$ cat src/hw/rtl/ipv4p_pkg.sv
// Shared types and constants for the IPv4 header parser.
`timescale 1ns / 1ps

package ipv4p_pkg;

  // Result status, in the order the checks are applied.
  typedef enum logic [2:0] {
    ST_OK        = 3'd0,
    ST_SHORT     = 3'd1,
    ST_BAD_IHL   = 3'd2,
    ST_BAD_CSUM  = 3'd3,
    ST_BAD_TOTAL = 3'd4,
    ST_TTL_ZERO  = 3'd5,
    ST_BAD_VER   = 3'd6
  } status_t;

  // Class of the next-layer protocol.
  typedef enum logic [2:0] {
    NP_NONE = 3'd0,
    NP_TCP  = 3'd1,
    NP_ICMP = 3'd2,
    NP_UDP  = 3'd3,
    NP_IGMP = 3'd4,
    NP_EGP  = 3'd5
  } proto_class_t;

  localparam logic [7:0] IP_PROTO_ICMP = 8'd1;
  localparam logic [7:0] IP_PROTO_IGMP = 8'd2;
  localparam logic [7:0] IP_PROTO_TCP  = 8'd6;
  localparam logic [7:0] IP_PROTO_EGP  = 8'd8;
  localparam logic [7:0] IP_PROTO_UDP  = 8'd17;

  localparam logic [3:0]  HDR_VERSION  = 4'd4;
  localparam logic [5:0]  MIN_HDR_LEN  = 6'd20;
  localparam logic [5:0]  CSUM_END     = 6'd60;
  localparam logic [15:0] CSUM_GOOD    = 16'hffff;

  // Byte count as carried to the back end, clamped to this many bits.
  localparam int REC_COUNT_BITS = 17;

  // Everything the back end needs to know about one finished packet.
  typedef struct packed {
    logic [REC_COUNT_BITS-1:0] byte_count;
    logic                      sum_ok;
    logic [3:0]                version;
    logic [5:0]                header_len;
    logic [7:0]                tos;
    logic [15:0]               total_length;
    logic [15:0]               ident;
    logic [15:0]               frag_word;
    logic [7:0]                ttl;
    logic [7:0]                proto;
    logic [31:0]               src_addr;
    logic [31:0]               dst_addr;
  } pkt_rec_t;

endpackage

$ cat src/hw/rtl/ipv4p_front.sv
// Front end: takes packet bytes, captures header fields and sums the header.
`timescale 1ns / 1ps

module ipv4p_front #(
  parameter int COUNT_BITS = 16
) (
  input  logic              clk,
  input  logic              rst,
  input  logic              byte_valid,
  input  logic [7:0]        byte_data,
  input  logic              byte_last,
  output ipv4p_pkg::pkt_rec_t rec,
  output logic              rec_push
);

  logic [COUNT_BITS-1:0] byte_count;
  logic [COUNT_BITS-1:0] byte_count_next;
  logic [15:0]           sum_acc;
  logic [15:0]           sum_acc_next;
  logic [7:0]            high_byte_hold;
  logic [7:0]            high_byte_hold_next;
  logic [7:0]            version_ihl;
  logic [7:0]            version_ihl_next;
  logic [7:0]            tos_reg;
  logic [7:0]            tos_reg_next;
  logic [15:0]           total_length;
  logic [15:0]           total_length_next;
  logic [15:0]           ident_reg;
  logic [15:0]           ident_reg_next;
  logic [15:0]           frag_word;
  logic [15:0]           frag_word_next;
  logic [7:0]            ttl_reg;
  logic [7:0]            ttl_reg_next;
  logic [7:0]            proto_reg;
  logic [7:0]            proto_reg_next;
  logic [31:0]           src_reg;
  logic [31:0]           src_reg_next;
  logic [31:0]           dst_reg;
  logic [31:0]           dst_reg_next;

  logic                  in_header_window;
  logic [5:0]            off;
  logic [5:0]            hl;
  logic [16:0]           word_sum;
  logic [32:0]           count_wide;

  // Offsets 0..63 are the only ones that matter for capture and checksum.
  assign in_header_window = (byte_count >> 6) == '0;
  assign off              = byte_count[5:0];

  always_comb begin
    version_ihl_next    = version_ihl;
    tos_reg_next        = tos_reg;
    total_length_next   = total_length;
    ident_reg_next      = ident_reg;
    frag_word_next      = frag_word;
    ttl_reg_next        = ttl_reg;
    proto_reg_next      = proto_reg;
    src_reg_next        = src_reg;
    dst_reg_next        = dst_reg;
    high_byte_hold_next = high_byte_hold;
    sum_acc_next        = sum_acc;
    word_sum            = {1'b0, sum_acc} + {1'b0, high_byte_hold, byte_data};

    if (in_header_window) begin
      case (off)
        6'd0: version_ihl_next = byte_data;
        6'd1: tos_reg_next = byte_data;
        6'd2, 6'd3: total_length_next = {total_length[7:0], byte_data};
        6'd4, 6'd5: ident_reg_next = {ident_reg[7:0], byte_data};
        6'd6, 6'd7: frag_word_next = {frag_word[7:0], byte_data};
        6'd8: ttl_reg_next = byte_data;
        6'd9: proto_reg_next = byte_data;
        6'd12, 6'd13, 6'd14, 6'd15: src_reg_next = {src_reg[23:0], byte_data};
        6'd16, 6'd17, 6'd18, 6'd19: dst_reg_next = {dst_reg[23:0], byte_data};
        default: ;
      endcase
    end

    // The header length in force includes the byte just taken.
    hl = {version_ihl_next[3:0], 2'b00};

    if (in_header_window && (off < ipv4p_pkg::CSUM_END)) begin
      if (!off[0]) begin
        high_byte_hold_next = byte_data;
      end else if (off < hl) begin
        // End-around carry; the folded sum never exceeds 16 bits.
        sum_acc_next = word_sum[15:0] + {15'd0, word_sum[16]};
      end
    end

    if (byte_count == '1) begin
      byte_count_next = byte_count;
    end else begin
      byte_count_next = byte_count + 1'b1;
    end
  end

  assign count_wide = 33'(byte_count_next);

  always_comb begin
    if (count_wide > 33'((1 << ipv4p_pkg::REC_COUNT_BITS) - 1)) begin
      rec.byte_count = '1;
    end else begin
      rec.byte_count = count_wide[ipv4p_pkg::REC_COUNT_BITS-1:0];
    end
    rec.sum_ok       = sum_acc_next == ipv4p_pkg::CSUM_GOOD;
    rec.version      = version_ihl_next[7:4];
    rec.header_len   = hl;
    rec.tos          = tos_reg_next;
    rec.total_length = total_length_next;
    rec.ident        = ident_reg_next;
    rec.frag_word    = frag_word_next;
    rec.ttl          = ttl_reg_next;
    rec.proto        = proto_reg_next;
    rec.src_addr     = src_reg_next;
    rec.dst_addr     = dst_reg_next;
  end

  assign rec_push = byte_valid && byte_last;

  always_ff @(posedge clk) begin
    if (rst || rec_push) begin
      byte_count     <= '0;
      sum_acc        <= '0;
      high_byte_hold <= '0;
      version_ihl    <= '0;
      tos_reg        <= '0;
      total_length   <= '0;
      ident_reg      <= '0;
      frag_word      <= '0;
      ttl_reg        <= '0;
      proto_reg      <= '0;
      src_reg        <= '0;
      dst_reg        <= '0;
    end else if (byte_valid) begin
      byte_count     <= byte_count_next;
      sum_acc        <= sum_acc_next;
      high_byte_hold <= high_byte_hold_next;
      version_ihl    <= version_ihl_next;
      tos_reg        <= tos_reg_next;
      total_length   <= total_length_next;
      ident_reg      <= ident_reg_next;
      frag_word      <= frag_word_next;
      ttl_reg        <= ttl_reg_next;
      proto_reg      <= proto_reg_next;
      src_reg        <= src_reg_next;
      dst_reg        <= dst_reg_next;
    end
  end

endmodule

$ cat src/hw/rtl/ipv4p_queue.sv
// Two-entry queue of packet records between the front and back ends.
`timescale 1ns / 1ps

module ipv4p_queue (
  input  logic                clk,
  input  logic                rst,
  input  logic                push,
  input  ipv4p_pkg::pkt_rec_t push_rec,
  input  logic                pop,
  output ipv4p_pkg::pkt_rec_t head_rec,
  output logic                empty,
  output logic                full
);

  ipv4p_pkg::pkt_rec_t slots [2];
  logic                wr_ptr;
  logic                rd_ptr;
  logic [1:0]          fill;

  assign empty    = fill == 2'd0;
  assign full     = fill == 2'd2;
  assign head_rec = slots[rd_ptr];

  always_ff @(posedge clk) begin
    if (rst) begin
      wr_ptr <= 1'b0;
      rd_ptr <= 1'b0;
      fill   <= 2'd0;
    end else begin
      if (push) begin
        wr_ptr <= ~wr_ptr;
      end
      if (pop) begin
        rd_ptr <= ~rd_ptr;
      end
      case ({push, pop})
        2'b10:   fill <= fill + 2'd1;
        2'b01:   fill <= fill - 2'd1;
        default: fill <= fill;
      endcase
    end
  end

  always_ff @(posedge clk) begin
    if (push) begin
      slots[wr_ptr] <= push_rec;
    end
  end

endmodule

$ cat src/hw/rtl/ipv4p_back.sv
// Back end: runs the header checks on one record and holds the result.
`timescale 1ns / 1ps

module ipv4p_back (
  input  logic                clk,
  input  logic                rst,
  input  logic                checksum_enable,
  input  ipv4p_pkg::pkt_rec_t rec,
  input  logic                rec_valid,
  output logic                rec_pop,
  output logic                res_valid,
  input  logic                res_ready,
  output logic [135:0]        res_data,
  output logic [5:0]          res_user
);

  ipv4p_pkg::status_t      status;
  ipv4p_pkg::proto_class_t np;
  ipv4p_pkg::proto_class_t proto_cls;
  logic [16:0]             hl_ext;
  logic [16:0]             after_hdr;
  logic [15:0]             want;
  logic [15:0]             plen;
  logic                    hl_fits;
  logic                    frag;
  logic [1:0]              fcount;

  assign hl_ext    = {11'd0, rec.header_len};
  assign hl_fits   = hl_ext <= rec.byte_count;
  assign after_hdr = rec.byte_count - hl_ext;
  assign want      = rec.total_length - {10'd0, rec.header_len};

  always_comb begin
    if (rec.byte_count <= 17'(ipv4p_pkg::MIN_HDR_LEN)) begin
      status = ipv4p_pkg::ST_SHORT;
    end else if (rec.header_len < ipv4p_pkg::MIN_HDR_LEN) begin
      status = ipv4p_pkg::ST_BAD_IHL;
    end else if (!hl_fits) begin
      status = ipv4p_pkg::ST_SHORT;
    end else if (checksum_enable && !rec.sum_ok) begin
      status = ipv4p_pkg::ST_BAD_CSUM;
    end else if (rec.total_length < {10'd0, rec.header_len}) begin
      status = ipv4p_pkg::ST_BAD_TOTAL;
    end else if (rec.ttl == 8'd0) begin
      status = ipv4p_pkg::ST_TTL_ZERO;
    end else if (rec.version != ipv4p_pkg::HDR_VERSION) begin
      status = ipv4p_pkg::ST_BAD_VER;
    end else begin
      status = ipv4p_pkg::ST_OK;
    end
  end

  always_comb begin
    plen = 16'd0;
    if ((rec.header_len >= ipv4p_pkg::MIN_HDR_LEN) && hl_fits &&
        (rec.total_length >= {10'd0, rec.header_len})) begin
      if (after_hdr < {1'b0, want}) begin
        plen = after_hdr[15:0];
      end else begin
        plen = want;
      end
    end
  end

  always_comb begin
    case (rec.proto)
      ipv4p_pkg::IP_PROTO_TCP:  proto_cls = ipv4p_pkg::NP_TCP;
      ipv4p_pkg::IP_PROTO_ICMP: proto_cls = ipv4p_pkg::NP_ICMP;
      ipv4p_pkg::IP_PROTO_UDP:  proto_cls = ipv4p_pkg::NP_UDP;
      ipv4p_pkg::IP_PROTO_IGMP: proto_cls = ipv4p_pkg::NP_IGMP;
      ipv4p_pkg::IP_PROTO_EGP:  proto_cls = ipv4p_pkg::NP_EGP;
      default:                  proto_cls = ipv4p_pkg::NP_NONE;
    endcase
  end

  // A fragment is anything with more-fragments set or a nonzero offset.
  assign frag   = rec.frag_word[13] || (rec.frag_word[12:0] != 13'd0);
  assign np     = ((status == ipv4p_pkg::ST_OK) && !frag) ? proto_cls : ipv4p_pkg::NP_NONE;
  assign fcount = {1'b0, rec.frag_word[15]} + {1'b0, rec.frag_word[14]} +
                  {1'b0, rec.frag_word[13]};

  // The output register is reloaded whenever it is empty or being drained.
  assign rec_pop = rec_valid && (!res_valid || res_ready);

  always_ff @(posedge clk) begin
    if (rst) begin
      res_valid <= 1'b0;
    end else if (rec_pop) begin
      res_valid <= 1'b1;
    end else if (res_ready) begin
      res_valid <= 1'b0;
    end
  end

  always_ff @(posedge clk) begin
    if (rec_pop) begin
      res_user <= {status, np};
      res_data <= {rec.ident, rec.tos, rec.ttl, fcount, rec.frag_word[15:13],
                   rec.frag_word[12:0], plen, rec.header_len, rec.dst_addr,
                   rec.src_addr};
    end
  end

endmodule

$ cat src/hw/rtl/ipv4_header_parser.sv
// Top level of the IPv4 header parser.
`timescale 1ns / 1ps

// The packet enters on the s_ stream, one byte per transaction, header first,
// with s_tlast set on the final byte. Every other byte produces nothing; the
// final byte produces exactly one result transaction on the m_ stream, which
// carries the status and next-protocol class in m_tuser and the captured
// header fields in m_tdata.
//
// Throughput is one byte per cycle while s_tready is high; the per-byte work
// is a field capture and one 16-bit ones-complement add in the front end. The
// s_tlast byte writes the record into the queue, which loads the back end's
// output register, raising m_tvalid, once that register is empty or drained.
//
// The front end hands each finished packet to a two-entry record queue, so
// a stalled m_tready only holds up input once the output register and both
// queue entries are occupied; s_tready then drops until the back end drains.
//
// Reset clears all per-packet state, empties the queue and the output, and
// sets checksum checking on. cfg_we writes cfg_wdata into the checksum
// enable; it is meant to be written only while no packet is in flight.
module ipv4_header_parser #(
  parameter int COUNT_BITS = 16
) (
  input  logic         clk,
  input  logic         rst,
  input  logic         cfg_we,
  input  logic         cfg_wdata,    // checksum_enable
  input  logic         s_tvalid,
  output logic         s_tready,
  input  logic [7:0]   s_tdata,      // data_byte
  input  logic         s_tlast,      // last_byte
  output logic         m_tvalid,
  input  logic         m_tready,
  // [31:0] source_addr, [63:32] dest_addr, [69:64] header_len,
  // [85:70] payload_len, [98:86] frag_offset, [101:99] frag_flags,
  // [103:102] flag_count, [111:104] time_to_live, [119:112] service_type,
  // [135:120] ident
  output logic [135:0] m_tdata,
  // [2:0] next_proto, [5:3] status
  output logic [5:0]   m_tuser
);

  logic                checksum_enable;
  logic                byte_accept;
  logic                rec_push;
  logic                rec_pop;
  logic                q_empty;
  logic                q_full;
  ipv4p_pkg::pkt_rec_t front_rec;
  ipv4p_pkg::pkt_rec_t head_rec;

  always_ff @(posedge clk) begin
    if (rst) begin
      checksum_enable <= 1'b1;
    end else if (cfg_we) begin
      checksum_enable <= cfg_wdata;
    end
  end

  // A full queue stops all input until the back end frees a slot.
  assign s_tready    = !q_full;
  assign byte_accept = s_tvalid && s_tready;

  ipv4p_front #(
    .COUNT_BITS(COUNT_BITS)
  ) u_front (
    .clk       (clk),
    .rst       (rst),
    .byte_valid(byte_accept),
    .byte_data (s_tdata),
    .byte_last (s_tlast),
    .rec       (front_rec),
    .rec_push  (rec_push)
  );

  ipv4p_queue u_queue (
    .clk     (clk),
    .rst     (rst),
    .push    (rec_push),
    .push_rec(front_rec),
    .pop     (rec_pop),
    .head_rec(head_rec),
    .empty   (q_empty),
    .full    (q_full)
  );

  ipv4p_back u_back (
    .clk            (clk),
    .rst            (rst),
    .checksum_enable(checksum_enable),
    .rec            (head_rec),
    .rec_valid      (!q_empty),
    .rec_pop        (rec_pop),
    .res_valid      (m_tvalid),
    .res_ready      (m_tready),
    .res_data       (m_tdata),
    .res_user       (m_tuser)
  );

endmodule

$ cat config.mk
export PLATFORM = sky130hd
export DESIGN_NAME = ipv4_header_parser
export DESIGN_NICKNAME = d
export VERILOG_FILES = /design/src/hw/rtl/ipv4p_pkg.sv /design/src/hw/rtl/ipv4p_front.sv /design/src/hw/rtl/ipv4p_queue.sv /design/src/hw/rtl/ipv4p_back.sv /design/src/hw/rtl/ipv4_header_parser.sv
export SDC_FILE = /design/constraint.sdc
export NUM_CORES = 1
export LEC_CHECK = 0
export ABC_AREA = 1
export BUFFER_PORTS_ARGS = -buffer_cell sky130_fd_sc_hd__buf_2
export CAP_MARGIN = 20
export CORE_ASPECT_RATIO = 1.25
export CORE_MARGIN = 2
export CORE_UTILIZATION = 55
export CTS_BUF_LIST = sky130_fd_sc_hd__clkbuf_16
export DETAILED_ROUTE_END_ITERATION = 6
export GPL_TIMING_DRIVEN = 0
export MAX_ROUTING_LAYER = met4
export PLACE_DENSITY = 0.73
export SKIP_CTS_REPAIR_TIMING = 1
export SLEW_MARGIN = 5
export SYNTH_ARGS = -nofsm -noshare
export SYNTH_HDL_FRONTEND = slang
export SYNTH_SLANG_ARGS = --single-unit
$ cat constraint.sdc
create_clock -name clk -period 15.5 [get_ports clk]
set_input_delay 0.775 -clock clk [delete_from_list [all_inputs] [get_ports clk]]
set_output_delay 0.775 -clock clk [all_outputs]
set_load 0.01 [all_outputs]
==> metrics.yaml <==
outcome: "completed"
die_height_um: 259.9
viasPerCell: 5.437
grt_max_degree: 34
fin_tns_setup_ns: 0
r2r-end: "u_back.res_data[70]$_SDFFCE_PN0P_"
crit_required_ns: 15.82
reg2reg_slack_ns: 9.35
worstMarginPinSlew_ns: 1.112
clkSinkCount: 653
cts_tree: "done"
met3_usage_pct: 3.562
worstHoldStart: "cfg_we"
syn_avg_cell_area_sq_um: 9.650
fillers: 4101
crit_type: "reg -> reg"
synthFlopType: "edfxtp_1"
relSlewSlack_pct: 25.05
hold_ws_ns: 0.3667
grtUsageMet1_pct: 33.70
synth_xor_area_share_pct: 1.003
setup_viol: 0
h-tree-depth: 3
clock_latency_ns: 0.61
crit_path_max_fanout: 10
synth_mux_area_share_pct: 0.5907
cp_common_cell: "nand2_1"
clock_path_buffers: 3
core_area_sq_mm: 0.05166
row_count: 93
largest_reg_flops: 322
antenna_found_initial: 0
rsz0062_at_grt: "no"
initial_utilization_pct: 55.75
numCtsBuffers: 66
top_regs: "u_queue.slots x322, u_back.res_data x134"
synth_top_area_cell: "edfxtp_1"
synth_edf_count: 462
hold_path_end: "checksum_enable$_SDFFE_PP1P_"
ant_nets: 0
die_w_um: 208.7
reg2reg_depth: 31
layout-drive-gt1-share_pct: 12.62
num_antenna_cells: 0
grt_pass1_vias: 20640
timing.critical_path.from_type: "flip-flop"
grt-ovfl-total: 0
met2_usage_pct: 46.41
min_path_type: "in -> reg"
dp_cells: 3824
vias: 21450
post-route-min-period_ns: 6.151
synthArstFlopShare_pct: 0
dpl.hpwl_mm: 51.64
synth_top_area_share_pct: 48.16
dr.first_iter.drc_count: 1865
synth-simple-area-share_pct: 16.14
skew_ns: 0.01576
ff_latch_area_sq_mm: 0.01770
synthAdderAreaFrac_pct: 2.450
wirelength_mm: 71.78
arrival_ns: 6.47
slew_violations: 0
wire_per_inst_um: 18.19
yosysWarnings: 0
synth_top_family_by_area: "simple AND/OR/NAND/NOR gates"
areaGrowthSynthToFinish_pct: 14.59
synth_compound_area_share_pct: 10.72
root_buffer: "clkbuf_16"
period_share_pct: 39.68
drv_cap: 0
seq_area_frac_synth_pct: 61.44
drc: 0
grt_pass1_wl_mm: 112.2
ios: 159
grt_busiest_layer: "met2"
postSynthCellCount: 2985
synthTopCellsByArea: "edfxtp_1 48%, dfxtp_1 13%, nand2_1 9.3%, o21ai_0 5.9%, inv_1 5.3%"
nets: 3296
synth_cell_types: 58
totalPowerFinal_mw: 5.784
io_buffers: 156
clock.fmax_mhz: 162.6
final_cells: 3946
regMostFlops: "u_queue.slots"
ir_drop_uv: 108.7
synth-seq-cells: 653
slowest_stage: "clkbuf_1"
grt_use_total_pct: 27.38
ys_top_cells_by_count: "716 x nand2_1, 462 x edfxtp_1, 406 x inv_1"
gp_congestion: 0.9285
multi_input_area_sq_mm: 0.008932
end_kind: "flip-flop"
finalHoldViolCount: 0
die_area_sq_mm: 0.05423
leakage_nw: 14.52
syn_area_sq_mm: 0.02881
path_clk_slew_ns: 0.06
slowest_delay_ns: 0.82
whs_path_depth: 2
drtPass1Iterations: 6
power.density_mw_per_mm2: 175.2
synth_most_common_cell: "nand2_1"
==> critical path, delay by kind of cell, from the launching register on <==
kind            cells  cell delay, ns
compound gates      5            0.70
fa+ha+maj           2            0.57
buf+inv            11            2.58
flops               1            0.41
simple gates       13            1.59
==> cells by family (layout without fill, tap and decap cells) <==
kind of cell / count (synthesis) / in the layout
other: 1 / 2
muxes: 15 / 15
AOI/OAI and AO/OA: 576 / 576
xor gates and xnor gates: 33 / 33
DFF: 653 / 653
buffers and inverters: 548 / 843
adders and majority gates: 54 / 54
and+or+nand+nor: 1105 / 1105
==> area by class of cell <==
type / count / area share (%)
inverter: 423 / 4.810
buffer: 125 / 1.861
sequential: 653 / 53.61
clock buffer: 68 / 5.155
timing repair buffer: 173 / 3.510
tap: 665 / 2.521
multi-input combinational: 1785 / 27.06
clock inverter: 54 / 1.467
==> worst max path at each step <==
stage                                                    to  slack, ns
final                     u_back.res_data[70]$_SDFFCE_PN0P_       9.35
after global routing      u_back.res_data[70]$_SDFFCE_PN0P_       9.01
after CTS                 u_back.res_data[70]$_SDFFCE_PN0P_       9.46
after detailed placement  u_back.res_data[70]$_SDFFCE_PN0P_       9.48
after global placement       u_queue.slots[0][14]$_DFFE_PP_       2.90
after floorplan               u_queue.slots[0][0]$_DFFE_PP_       7.00
==> cells in the final DEF, fill, tap and decap left out, types with 20 or more instances in the layout <==
cell	synthesis	final
edfxtp_1	462	462
a21oi_1	163	163
nor2_1	202	199
nand3_1	69	69
nand2_1	716	716
or2_2	20	20
buf_2	17	173
dfxtp_1	191	191
inv_1	406	420
o21ai_0	339	339
clkbuf_16	0	68
ha_1	50	50
clkbuf_1	77	77
xor2_1	24	24
==> power breakdown <==
group	internal [mW]	total (mW)	switching, mW
clock	0.935	1.60	0.667
sequential	2.30	2.41	0.109
combinational	0.572	1.77	1.20
==> stage by stage <==
step	cell area [sq um]	utilization, %	worst slack [ns]
after floorplan	28810	-	7.005
after global placement	30420	58.88	2.903
after detailed placement	30820	59.66	9.481
after CTS	33010	63.89	9.464
after global routing	33010	63.89	9.008
final	33010	63.89	9.349
==> layer usage <==
metal / wire (um) / vias to the layer above
met5: 0 / -
met4: 2392 / 0
met3: 4376 / 159
met2: 36000 / 724
met1: 29020 / 10260
li1: - / 10310
Power figures use the tool's default switching activity.
